==> src/hdl/lmr_pkg.sv <==
// ----------------------------------------------------------------------------
// lmr_pkg: shared types and constants
// Field widths, command codes, register indexes and the queue entry type
// of the LED matrix refresh controller.
// ----------------------------------------------------------------------------
package lmr_pkg;

  // payload widths
  localparam int BYTE_W    = 8;
  localparam int GRID_W    = 4;
  localparam int SEG_W     = 4;
  localparam int CFG_IDX_W = 2;

  // item command codes
  localparam logic CMD_SEGMENT = 1'b0;
  localparam logic CMD_REFRESH = 1'b1;

  // configuration register indexes
  localparam logic [CFG_IDX_W-1:0] CFG_MODE   = 2'd0;
  localparam logic [CFG_IDX_W-1:0] CFG_DATA   = 2'd1;
  localparam logic [CFG_IDX_W-1:0] CFG_BRIGHT = 2'd2;

  // register reset values
  localparam logic [BYTE_W-1:0] MODE_RST   = 8'h02;
  localparam logic [BYTE_W-1:0] DATA_RST   = 8'h40;
  localparam logic [BYTE_W-1:0] BRIGHT_RST = 8'h8F;

  // display address command that opens the cache frame
  localparam logic [BYTE_W-1:0] START_ADDR = 8'hC0;

  // highest 1-based segment position
  localparam logic [SEG_W-1:0] SEG_MAX = 4'd8;

  // command queue between front and back
  localparam int QUEUE_DEPTH = 4;
  localparam int QPTR_W      = 2;

  typedef struct packed {
    logic              refresh;
    logic [GRID_W-1:0] idx;
    logic [2:0]        bit_sel;
    logic              seg_on;
  } entry_t;

endpackage

==> src/hdl/lmr_ifs.sv <==
// ----------------------------------------------------------------------------
// lmr_ifs: channel interfaces
// Input item, result item and configuration write channels, each a
// valid/ready handshake with its payload.
// ----------------------------------------------------------------------------
interface lmr_in_if
  import lmr_pkg::*;
();
  logic              valid;
  logic              ready;
  logic              cmd;
  logic [GRID_W-1:0] grid_pos;
  logic [SEG_W-1:0]  seg_pos;
  logic              seg_on;

  modport source (output valid, cmd, grid_pos, seg_pos, seg_on, input ready);
  modport sink   (input valid, cmd, grid_pos, seg_pos, seg_on, output ready);
endinterface

interface lmr_out_if
  import lmr_pkg::*;
();
  logic              valid;
  logic              ready;
  logic [BYTE_W-1:0] out_byte;
  logic              frame_end;
  logic              last;

  modport source (output valid, out_byte, frame_end, last, input ready);
  modport sink   (input valid, out_byte, frame_end, last, output ready);
endinterface

interface lmr_cfg_if
  import lmr_pkg::*;
();
  logic                 valid;
  logic                 ready;
  logic [CFG_IDX_W-1:0] index;
  logic [BYTE_W-1:0]    data;

  modport source (output valid, index, data, input ready);
  modport sink   (input valid, index, data, output ready);
endinterface

==> src/hdl/lmr_front.sv <==
// ----------------------------------------------------------------------------
// lmr_front: input classifier
// Accepts input items, drops out-of-range segment writes and turns the
// rest into queue entries for the back end.
// ----------------------------------------------------------------------------
module lmr_front
  import lmr_pkg::*;
#(
  parameter int CACHE_BYTES = 14
) (
  input  logic   clk,
  input  logic   rst_n,
  lmr_in_if.sink in_ch,
  input  logic   q_full,
  output logic   q_push,
  output entry_t q_entry
);

  logic in_fire;
  logic grid_ok;
  logic seg_ok;
  logic keep;

  // accept whenever the queue has room
  assign in_ch.ready = !q_full;
  assign in_fire     = in_ch.valid && in_ch.ready;

  // range checks on the 1-based positions
  assign grid_ok = (in_ch.grid_pos != '0) &&
                   ({1'b0, in_ch.grid_pos} <= (GRID_W+1)'(CACHE_BYTES));
  assign seg_ok  = (in_ch.seg_pos != '0) && (in_ch.seg_pos <= SEG_MAX);
  assign keep    = (in_ch.cmd == CMD_REFRESH) || (grid_ok && seg_ok);

  // build the queue entry
  always_comb begin
    q_entry.refresh = (in_ch.cmd == CMD_REFRESH);
    q_entry.idx     = in_ch.grid_pos - GRID_W'(1);
    q_entry.bit_sel = 3'(in_ch.seg_pos - SEG_W'(1));
    q_entry.seg_on  = in_ch.seg_on;
  end

  assign q_push = in_fire && keep;

  // every pushed segment write must carry a legal byte index
  a_push_idx_ok: assert property (@(posedge clk) disable iff (!rst_n)
    (q_push && !q_entry.refresh) |-> ({1'b0, q_entry.idx} < (GRID_W+1)'(CACHE_BYTES)))
    else $error("segment write pushed with out-of-range index");

  // a full queue never takes a push
  a_no_push_full: assert property (@(posedge clk) disable iff (!rst_n)
    q_full |-> !q_push)
    else $error("push while queue full");

  // a refresh is never dropped by the range filter
  a_refresh_kept: assert property (@(posedge clk) disable iff (!rst_n)
    (in_fire && in_ch.cmd == CMD_REFRESH) |-> q_push)
    else $error("accepted refresh not queued");

endmodule

==> src/hdl/lmr_queue.sv <==
// ----------------------------------------------------------------------------
// lmr_queue: command queue
// Small in-order FIFO of classified commands between front and back.
// ----------------------------------------------------------------------------
module lmr_queue
  import lmr_pkg::*;
(
  input  logic   clk,
  input  logic   rst_n,
  input  logic   push,
  input  entry_t push_entry,
  input  logic   pop,
  output entry_t head,
  output logic   full,
  output logic   empty
);

  entry_t              mem_r [QUEUE_DEPTH];
  logic [QPTR_W-1:0]   wr_ptr_r, wr_ptr_nxt;
  logic [QPTR_W-1:0]   rd_ptr_r, rd_ptr_nxt;
  logic [QPTR_W:0]     count_r, count_nxt;

  assign full  = (count_r == (QPTR_W+1)'(QUEUE_DEPTH));
  assign empty = (count_r == '0);
  assign head  = mem_r[rd_ptr_r];

  // advance pointers and occupancy
  always_comb begin
    wr_ptr_nxt = push ? wr_ptr_r + QPTR_W'(1) : wr_ptr_r;
    rd_ptr_nxt = pop  ? rd_ptr_r + QPTR_W'(1) : rd_ptr_r;
    count_nxt  = count_r;
    if (push && !pop) begin
      count_nxt = count_r + (QPTR_W+1)'(1);
    end else if (pop && !push) begin
      count_nxt = count_r - (QPTR_W+1)'(1);
    end
  end

  always_ff @(posedge clk) begin
    if (!rst_n) begin
      wr_ptr_r <= '0;
      rd_ptr_r <= '0;
      count_r  <= '0;
    end else begin
      wr_ptr_r <= wr_ptr_nxt;
      rd_ptr_r <= rd_ptr_nxt;
      count_r  <= count_nxt;
    end
  end

  // store entries
  always_ff @(posedge clk) begin
    if (push) begin
      mem_r[wr_ptr_r] <= push_entry;
    end
  end

endmodule

==> src/hdl/lmr_back.sv <==
// ----------------------------------------------------------------------------
// lmr_back: cache and refresh sequencer
// Holds the display cache and configuration registers, applies segment
// writes and streams one refresh frame byte per cycle into the output
// register while the output slot is free.
// ----------------------------------------------------------------------------
module lmr_back
  import lmr_pkg::*;
#(
  parameter int CACHE_BYTES = 14
) (
  input  logic      clk,
  input  logic      rst_n,
  lmr_cfg_if.sink   cfg_ch,
  lmr_out_if.source out_ch,
  input  entry_t    q_head,
  input  logic      q_empty,
  output logic      q_pop
);

  localparam int CNT_W = (CACHE_BYTES > 1) ? $clog2(CACHE_BYTES) : 1;
  localparam logic [CNT_W-1:0] LAST_IDX = CNT_W'(CACHE_BYTES - 1);

  // sequencer states
  localparam logic [2:0] ST_IDLE   = 3'd0;
  localparam logic [2:0] ST_DATA   = 3'd1;
  localparam logic [2:0] ST_ADDR   = 3'd2;
  localparam logic [2:0] ST_CACHE  = 3'd3;
  localparam logic [2:0] ST_BRIGHT = 3'd4;

  logic [2:0]        state_r, state_nxt;
  logic [CNT_W-1:0]  cnt_r, cnt_nxt;
  logic [BYTE_W-1:0] cache_r [CACHE_BYTES];
  logic [BYTE_W-1:0] mode_r, data_r, bright_r;

  logic              out_valid_r, out_valid_nxt;
  logic [BYTE_W-1:0] out_byte_r, out_byte_nxt;
  logic              out_fe_r, out_fe_nxt;
  logic              out_last_r, out_last_nxt;

  logic              slot_free;
  logic              load;
  logic              cache_we;
  logic [CNT_W-1:0]  widx;
  logic [BYTE_W-1:0] wr_byte;

  // configuration registers, always ready
  assign cfg_ch.ready = 1'b1;

  always_ff @(posedge clk) begin
    if (!rst_n) begin
      mode_r   <= MODE_RST;
      data_r   <= DATA_RST;
      bright_r <= BRIGHT_RST;
    end else if (cfg_ch.valid) begin
      unique case (cfg_ch.index)
        CFG_MODE:   mode_r   <= cfg_ch.data;
        CFG_DATA:   data_r   <= cfg_ch.data;
        CFG_BRIGHT: bright_r <= cfg_ch.data;
        default: ;
      endcase
    end
  end

  // output slot frees when empty or being taken
  assign slot_free = !out_valid_r || out_ch.ready;

  // segment write: modify one bit of the addressed byte
  assign widx = q_head.idx[CNT_W-1:0];
  always_comb begin
    wr_byte = cache_r[widx];
    wr_byte[q_head.bit_sel] = q_head.seg_on;
  end

  // sequence the refresh frame
  always_comb begin
    state_nxt    = state_r;
    cnt_nxt      = cnt_r;
    q_pop        = 1'b0;
    cache_we     = 1'b0;
    load         = 1'b0;
    out_byte_nxt = out_byte_r;
    out_fe_nxt   = out_fe_r;
    out_last_nxt = out_last_r;
    unique case (state_r)
      ST_IDLE: begin
        if (!q_empty) begin
          if (q_head.refresh) begin
            if (slot_free) begin
              q_pop        = 1'b1;
              load         = 1'b1;
              out_byte_nxt = mode_r;
              out_fe_nxt   = 1'b1;
              out_last_nxt = 1'b0;
              state_nxt    = ST_DATA;
            end
          end else begin
            q_pop    = 1'b1;
            cache_we = 1'b1;
          end
        end
      end
      ST_DATA: begin
        if (slot_free) begin
          load         = 1'b1;
          out_byte_nxt = data_r;
          out_fe_nxt   = 1'b1;
          out_last_nxt = 1'b0;
          state_nxt    = ST_ADDR;
        end
      end
      ST_ADDR: begin
        if (slot_free) begin
          load         = 1'b1;
          out_byte_nxt = START_ADDR;
          out_fe_nxt   = 1'b0;
          out_last_nxt = 1'b0;
          cnt_nxt      = '0;
          state_nxt    = ST_CACHE;
        end
      end
      ST_CACHE: begin
        if (slot_free) begin
          load         = 1'b1;
          out_byte_nxt = cache_r[cnt_r];
          out_fe_nxt   = (cnt_r == LAST_IDX);
          out_last_nxt = 1'b0;
          if (cnt_r == LAST_IDX) begin
            state_nxt = ST_BRIGHT;
          end else begin
            cnt_nxt = cnt_r + CNT_W'(1);
          end
        end
      end
      ST_BRIGHT: begin
        if (slot_free) begin
          load         = 1'b1;
          out_byte_nxt = bright_r;
          out_fe_nxt   = 1'b1;
          out_last_nxt = 1'b1;
          state_nxt    = ST_IDLE;
        end
      end
      default: begin
        state_nxt = ST_IDLE;
      end
    endcase
  end

  // hold the result until taken
  always_comb begin
    out_valid_nxt = out_valid_r;
    if (load) begin
      out_valid_nxt = 1'b1;
    end else if (out_ch.ready) begin
      out_valid_nxt = 1'b0;
    end
  end

  always_ff @(posedge clk) begin
    if (!rst_n) begin
      state_r     <= ST_IDLE;
      cnt_r       <= '0;
      out_valid_r <= 1'b0;
    end else begin
      state_r     <= state_nxt;
      cnt_r       <= cnt_nxt;
      out_valid_r <= out_valid_nxt;
    end
  end

  always_ff @(posedge clk) begin
    out_byte_r <= out_byte_nxt;
    out_fe_r   <= out_fe_nxt;
    out_last_r <= out_last_nxt;
  end

  // display cache, cleared at reset
  always_ff @(posedge clk) begin
    if (!rst_n) begin
      for (int i = 0; i < CACHE_BYTES; i++) begin
        cache_r[i] <= '0;
      end
    end else if (cache_we) begin
      cache_r[widx] <= wr_byte;
    end
  end

  assign out_ch.valid     = out_valid_r;
  assign out_ch.out_byte  = out_byte_r;
  assign out_ch.frame_end = out_fe_r;
  assign out_ch.last      = out_last_r;

  // the closing byte of a refresh always ends a strobe frame
  a_last_ends_frame: assert property (@(posedge clk) disable iff (!rst_n)
    (out_valid_r && out_last_r) |-> out_fe_r)
    else $error("last byte without frame end");

  // commands leave the queue only between refreshes
  a_pop_idle: assert property (@(posedge clk) disable iff (!rst_n)
    q_pop |-> (state_r == ST_IDLE))
    else $error("queue pop during refresh");

  // the address step always sends the start address
  a_start_addr: assert property (@(posedge clk) disable iff (!rst_n)
    (state_r == ST_ADDR && load) |=> (out_byte_r == START_ADDR && !out_fe_r))
    else $error("wrong start address byte");

endmodule

==> src/hdl/led_matrix_refresh_controller.sv <==
// ----------------------------------------------------------------------------
// led_matrix_refresh_controller: LED driver display cache and refresh
// A refresh item passes the command queue and the output register first.
// Throughput: a refresh streams CACHE_BYTES + 4 bytes (18 by default), one
//   per cycle from the back-end sequencer while the output slot is free.
// A 4-entry command queue lets input accept during a refresh.
// Reset: synchronous active-low; cache cleared, registers to defaults.
// ----------------------------------------------------------------------------
module led_matrix_refresh_controller
  import lmr_pkg::*;
#(
  parameter int CACHE_BYTES = 14
) (
  input  logic      clk,
  input  logic      rst_n,
  lmr_in_if.sink    in_chan,
  lmr_out_if.source out_chan,
  lmr_cfg_if.sink   cfg_chan
);

  entry_t push_entry;
  entry_t head;
  logic   push;
  logic   pop;
  logic   full;
  logic   empty;

  // classify incoming items
  lmr_front #(
    .CACHE_BYTES (CACHE_BYTES)
  ) u_front (
    .clk     (clk),
    .rst_n   (rst_n),
    .in_ch   (in_chan),
    .q_full  (full),
    .q_push  (push),
    .q_entry (push_entry)
  );

  // decouple front and back
  lmr_queue u_queue (
    .clk        (clk),
    .rst_n      (rst_n),
    .push       (push),
    .push_entry (push_entry),
    .pop        (pop),
    .head       (head),
    .full       (full),
    .empty      (empty)
  );

  // apply writes and stream refresh frames
  lmr_back #(
    .CACHE_BYTES (CACHE_BYTES)
  ) u_back (
    .clk     (clk),
    .rst_n   (rst_n),
    .cfg_ch  (cfg_chan),
    .out_ch  (out_chan),
    .q_head  (head),
    .q_empty (empty),
    .q_pop   (pop)
  );

endmodule
==> src/flat_wrapper.sv <==
// flat-port wrapper written by rule: the top's interface ports become plain ports
module led_matrix_refresh_controller_flat import lmr_pkg::*;
#(
  parameter int CACHE_BYTES = 14
)
  (clk, rst_n, in_chan_valid, in_chan_cmd, in_chan_grid_pos, in_chan_seg_pos, in_chan_seg_on, in_chan_ready, out_chan_valid, out_chan_out_byte, out_chan_frame_end, out_chan_last, out_chan_ready, cfg_chan_valid, cfg_chan_index, cfg_chan_data, cfg_chan_ready);
  lmr_in_if in_chan_i ();
  lmr_out_if out_chan_i ();
  lmr_cfg_if cfg_chan_i ();
  input  logic clk;
  input  logic rst_n;
  input wire logic [$bits(in_chan_i.valid)-1:0] in_chan_valid;
  input wire logic [$bits(in_chan_i.cmd)-1:0] in_chan_cmd;
  input wire logic [$bits(in_chan_i.grid_pos)-1:0] in_chan_grid_pos;
  input wire logic [$bits(in_chan_i.seg_pos)-1:0] in_chan_seg_pos;
  input wire logic [$bits(in_chan_i.seg_on)-1:0] in_chan_seg_on;
  output wire logic [$bits(in_chan_i.ready)-1:0] in_chan_ready;
  output wire logic [$bits(out_chan_i.valid)-1:0] out_chan_valid;
  output wire logic [$bits(out_chan_i.out_byte)-1:0] out_chan_out_byte;
  output wire logic [$bits(out_chan_i.frame_end)-1:0] out_chan_frame_end;
  output wire logic [$bits(out_chan_i.last)-1:0] out_chan_last;
  input wire logic [$bits(out_chan_i.ready)-1:0] out_chan_ready;
  input wire logic [$bits(cfg_chan_i.valid)-1:0] cfg_chan_valid;
  input wire logic [$bits(cfg_chan_i.index)-1:0] cfg_chan_index;
  input wire logic [$bits(cfg_chan_i.data)-1:0] cfg_chan_data;
  output wire logic [$bits(cfg_chan_i.ready)-1:0] cfg_chan_ready;
  assign in_chan_i.valid = in_chan_valid;
  assign in_chan_i.cmd = in_chan_cmd;
  assign in_chan_i.grid_pos = in_chan_grid_pos;
  assign in_chan_i.seg_pos = in_chan_seg_pos;
  assign in_chan_i.seg_on = in_chan_seg_on;
  assign in_chan_ready = in_chan_i.ready;
  assign out_chan_valid = out_chan_i.valid;
  assign out_chan_out_byte = out_chan_i.out_byte;
  assign out_chan_frame_end = out_chan_i.frame_end;
  assign out_chan_last = out_chan_i.last;
  assign out_chan_i.ready = out_chan_ready;
  assign cfg_chan_i.valid = cfg_chan_valid;
  assign cfg_chan_i.index = cfg_chan_index;
  assign cfg_chan_i.data = cfg_chan_data;
  assign cfg_chan_ready = cfg_chan_i.ready;
  led_matrix_refresh_controller #(.CACHE_BYTES(CACHE_BYTES)) u_core (.clk(clk), .rst_n(rst_n), .in_chan(in_chan_i), .out_chan(out_chan_i), .cfg_chan(cfg_chan_i));
endmodule
==> config.mk <==
export PLATFORM = sky130hd
export DESIGN_NAME = led_matrix_refresh_controller_flat
export DESIGN_NICKNAME = d
export VERILOG_FILES = /design/src/hdl/lmr_pkg.sv /design/src/hdl/lmr_ifs.sv /design/src/hdl/lmr_front.sv /design/src/hdl/lmr_queue.sv /design/src/hdl/lmr_back.sv /design/src/hdl/led_matrix_refresh_controller.sv /design/src/flat_wrapper.sv
export SDC_FILE = /design/constraint.sdc
export NUM_CORES = 1
export LEC_CHECK = 0
export BUFFER_PORTS_ARGS = -buffer_cell sky130_fd_sc_hd__buf_2
export CORE_MARGIN = 2
export CORE_UTILIZATION = 52
export DETAILED_ROUTE_END_ITERATION = 10
export GPL_TIMING_DRIVEN = 0
export PLACE_DENSITY = 0.75
export SLEW_MARGIN = 20
export SYNTH_ARGS = -nofsm -noshare
export SYNTH_HDL_FRONTEND = slang
export SYNTH_SLANG_ARGS = --single-unit
==> constraint.sdc <==
create_clock -name clk -period 2.8 [get_ports clk]
set_clock_uncertainty 0.1 [all_clocks]
set_input_delay 0.56 -clock clk [delete_from_list [all_inputs] [get_ports clk]]
set_output_delay 0.56 -clock clk [all_outputs]
set_load 0.05 [all_outputs]
==> summary.txt <==
Power
  – PD cells: around 900 nW/um2
  – Worst vdd ir: 0.479 mV
  – Total power: between 10 and 15 mW
  – LEAKAGE: 4.93 nW

Timing
  – Worst Tran Pin Value: roughly 970 ps
  – Fin Setup TNS: -1790 ps
  – Relative slew slack: 35.3%
  – Slew Viols, Final: 0
  – Worst Slack Setup Final: -83.1 ps
  – Tmin final: approximately 2900 ps
  – Final worst-path cycle share: 103%
  – Final Hold Slack: approximately 150 ps
  – RSZ-0062 raised after global routing: yes
  – Peak Freq: ~0.35 GHz
  – Final Hold Vio Count: 0
  – Final setup fails: 58

Floorplan
  – Vert. Die Dim: roughly 150 um
  – Core Rows: 53
  – Chip width: 151 um
  – Core area: between 20000 and 25000 um2
  – Starting density of the core: 53.0%
  – Die Area: between 20000 and 25000 um2
  – # IOs: 38

Final layout
  – Filler cells: around 1500
  – Layout area overhead: 19.0%
  – Final net count: ~1000
  – Layout cells sized above 1: between 20 and 30%
  – Diode count: 0

Synthesis
  – Mapped cell area: around 11000 um2
  – Largest family of logic cells by synthesized area: multiplexers
  – Simple-gate area share of the yosys netlist: between 10% and 20%
  – Mapped Avg Cell Area: around 13 um2
  – Distinct cells, synth: 57
  – Ys Warns: 0
  – Commonest register cell after synthesis: edfxtp_1
  – Multiplexer share of the synthesized area: 18.4%
  – Syn nets: 918
  – EDFF count, synth: about 170
  – Compound-Gate Fraction of Synth Area: 6.79%
  – Synthesized-area fraction occupied by adder cells: under 10%
  – Xor/xnor share of the synthesized area: less than 1%
  – Synthesis-stage register bit count: about 220
  – Mapped Cells: 881
  – Register area share after synthesis: a little over half
  – Asr flop ratio synth: 0%

Hold path
  – Hold path depth: 2
  – WHS Endpoint: u_core.u_back.bright_r[7]
  – Min-delay src: rst_n
  – Class of the worst hold path: input port to flop

Worst setup path
  – Arr. time, crit path: ~3000 ps
  – Setup CP Type: flop to flop
  – Capture point of the worst reg-to-reg path: u_core.u_back.cache_r[0][4]
  – Req. time, crit path: a little under 3000 ps
  – Startpoint types: flop
  – CP Capture Type: flop
  – R2r setup slk: -80 ps
  – Max Fanout on Critical Path: 9
  – Register-to-Register Path Depth: 7

Drt
  – Final wirelength: between 30 and 40 mm
  – Residual DRC: 0
  – Vias post-DR: 8226
  – Iteration-0 DRC count of the detailed router: 1138
  – Post-DR wirelength/cell: between 20 and 25 um
  – Via/cell ratio: approximately 6.5
  – DRT antenna net count: 0
  – DRT Pass-1 Iters: 5

CTS
  – Hold_buf cts: 0
  – TritonCTS buffer count: 24
  – CTS tree: built
  – CTS clk-pin slew, worst paths: about 60 ps
  – # H-tree levels: 1
  – Clock Tree Buf Depth: 3
  – Clk_lat worst skew: approximately 530 ps
  – Number of clock sinks: about 220
  – CTS root buffer: clkbuf_16

Run
  – Max cap viols: 0

Status
  – Failing checks: negative setup slack
  – Outcome: complete, but fails checks

Placed design
  – Gpl congestion: 0.937
  – Placement Setup Slack: -422 ps
  – Post-DP HPWL: ~20 mm
  – Port-buffer cells: 36

GRT
  – Vias in the first global route: 7755
  – Global Route Usage Sum: 26.8%
  – Total grt overflow: 0
  – Initial antenna violation count: 0
  – First-pass GRT wire length: ~45 mm
  – Largest net degree at the start of global routing: 15
==> synthesized netlist by cell type (2+ instances only) <==
cell type	n	share of area, %
nand3_1	13	0.58
a211o_1	2	0.16
nand2_2	5	0.28
xor2_1	6	0.47
a31oi_1	2	0.11
a22oi_1	21	1.4
a21oi_1	45	2.0
or3_1	7	0.39
ha_1	11	1.2
and2_1	4	0.22
nor3_1	64	2.9
nor2_1	50	1.7
nor4_1	46	2.6
o22ai_1	2	0.11
nand2b_1	5	0.28
nor2b_1	14	0.78
nand2_1	67	2.2
o21ai_0	14	0.63
edfxtp_1	174	47
o22ai_2	4	0.45
dfxtp_1	45	8.1
or2_2	5	0.28
buf_4	5	0.34
a21oi_2	2	0.16
a211oi_4	2	0.36
a211oi_1	3	0.20
buf_2	10	0.45
or3b_2	2	0.16
clkbuf_1	26	0.87
buf_6	14	1.4
nor3_4	4	0.58
o221ai_1	6	0.47
buf_1	4	0.13
mux4_2	47	9.5
and3_1	5	0.28
inv_1	22	0.74
nand3b_1	4	0.27
mux2i_1	100	9.0
==> registers in the layout, summed over array words and instances (netlist names), named ones only <==
register / count
u_core.u_back.cache_r: 128
u_core.u_queue.mem_r: 36
u_core.u_back.bright_r: 8
u_core.u_back.data_r: 8
u_core.u_back.mode_r: 8
u_core.u_back.out_ch.out_byte: 8
u_core.u_back.cnt_r: 4
u_core.u_back.state_r: 3
u_core.u_queue.count_r: 3
u_core.u_queue.rd_ptr_r: 2
u_core.u_queue.wr_ptr_r: 2
u_core.u_back.out_ch.frame_end: 1
u_core.u_back.out_ch.last: 1
u_core.u_back.out_ch.valid: 1
==> logic make-up (layout without fill, tap and decap cells) <==
group | Yosys count | after routing
mux | 147 | 147
compound gates | 111 | 111
other cells | 1 | 1
flops | 219 | 219
simple gates | 302 | 302
buf+inv | 82 | 183
xor+xnor | 7 | 7
fa+ha+maj | 12 | 12
==> how the worst max path moves through the flow <==
stage	startpoint	slack, ps	cells past startpoint	endpoint
final	flop	-80	7	u_core.u_back.cache_r[0][4]
after global routing	flop	-120	7	u_core.u_back.cache_r[0][4]
after floorplan	in_chan_seg_pos[0]	60	12	u_core.u_queue.count_r[2]
after CTS	flop	-20	6	u_core.u_back.cache_r[5][1]
after detailed placement	flop	-420	6	u_core.u_back.cache_r[0][3]
after global placement	flop	-370	8	u_core.u_back.cache_r[0][4]
==> critical path, stage by stage, from the launching register on <==
cell and delay (ps):
dfxtp_2 340, buf_6 140, mux4_2 560, or4_4 530
nor3_4 370, buf_4 190, nand2_4 150, nand2_8 190
==> metrics by stage <==
| stage | cell area [um2] | utilization, % | instances |
|---|---|---|---|
| after CTS | 12800 | 60.8 | 1242 |
| after global placement | 11700 | 55.5 | 1192 |
| after global routing | 13300 | 63.1 | 1257 |
| after detailed placement | 11700 | 55.5 | 1192 |
| final | 13300 | 63.1 | 1257 |
| after floorplan | 11200 | - | 881 |
==> final cells by class <==
cell class	instances	area (um2)	area share, %
Timing Repair Buffer	57	355	2.67
Clock inverter	18	208	1.56
Multi-Input combinational cell	580	5140	38.7
Inverter	22	82.6	0.621
Clock buffer	26	608	4.57
Tap cell	275	344	2.59
Sequential cell	219	6130	46.1
Buffer	60	432	3.25
==> placed cells by master (no fill, tap or decap), types with 5 or more instances in the layout <==
cell type  instances
nand3_1           13
nand2_1           44
nor4_1            32
dfxtp_1           44
nor2_4             5
a22oi_1           15
or3_1              6
ha_1              11
nor3_1            55
nor3_2             8
nor2b_1           14
mux2i_1           93
clkinv_2           8
o21ai_0           13
clkbuf_1          19
edfxtp_1         174
xor2_1             6
nor2_1            42
a22oi_2            6
nor3_4             5
a21oi_1           40
mux4_2            47
a21oi_2            7
nand2_4           18
inv_1             21
o221ai_1           6
buf_2             41
buf_4             25
buf_6             20
nor4_2            14
nand2_2            6
and3_1             5
or2_2              5
clkbuf_16         24
==> where the power goes <==
| part | internal, mW | switching (mW) |
|---|---|---|
| Sequential | 3.92 | 0.136 |
| Combinational | 1.63 | 3.04 |
| Clock | 1.95 | 1.33 |
| Total | 7.50 | 4.51 |
==> routing by layer <==
layer	vias to the layer above	share of wire, %	track usage [%]
li1	3580	-	-
met1	4068	38	36.0
met2	493	48	43.6
met3	85	10	5.85
met4	0	3.1	8.79
met5	-	0	0
==> what timing repair did <==
item                                    CTS  global route
cloned                                    1             0
gates resized for setup                  76            81
pin swaps                                 3            10
buffers inserted                          5            15
endpoints found under the setup margin  257           207
(Power assumes the default switching activity.)
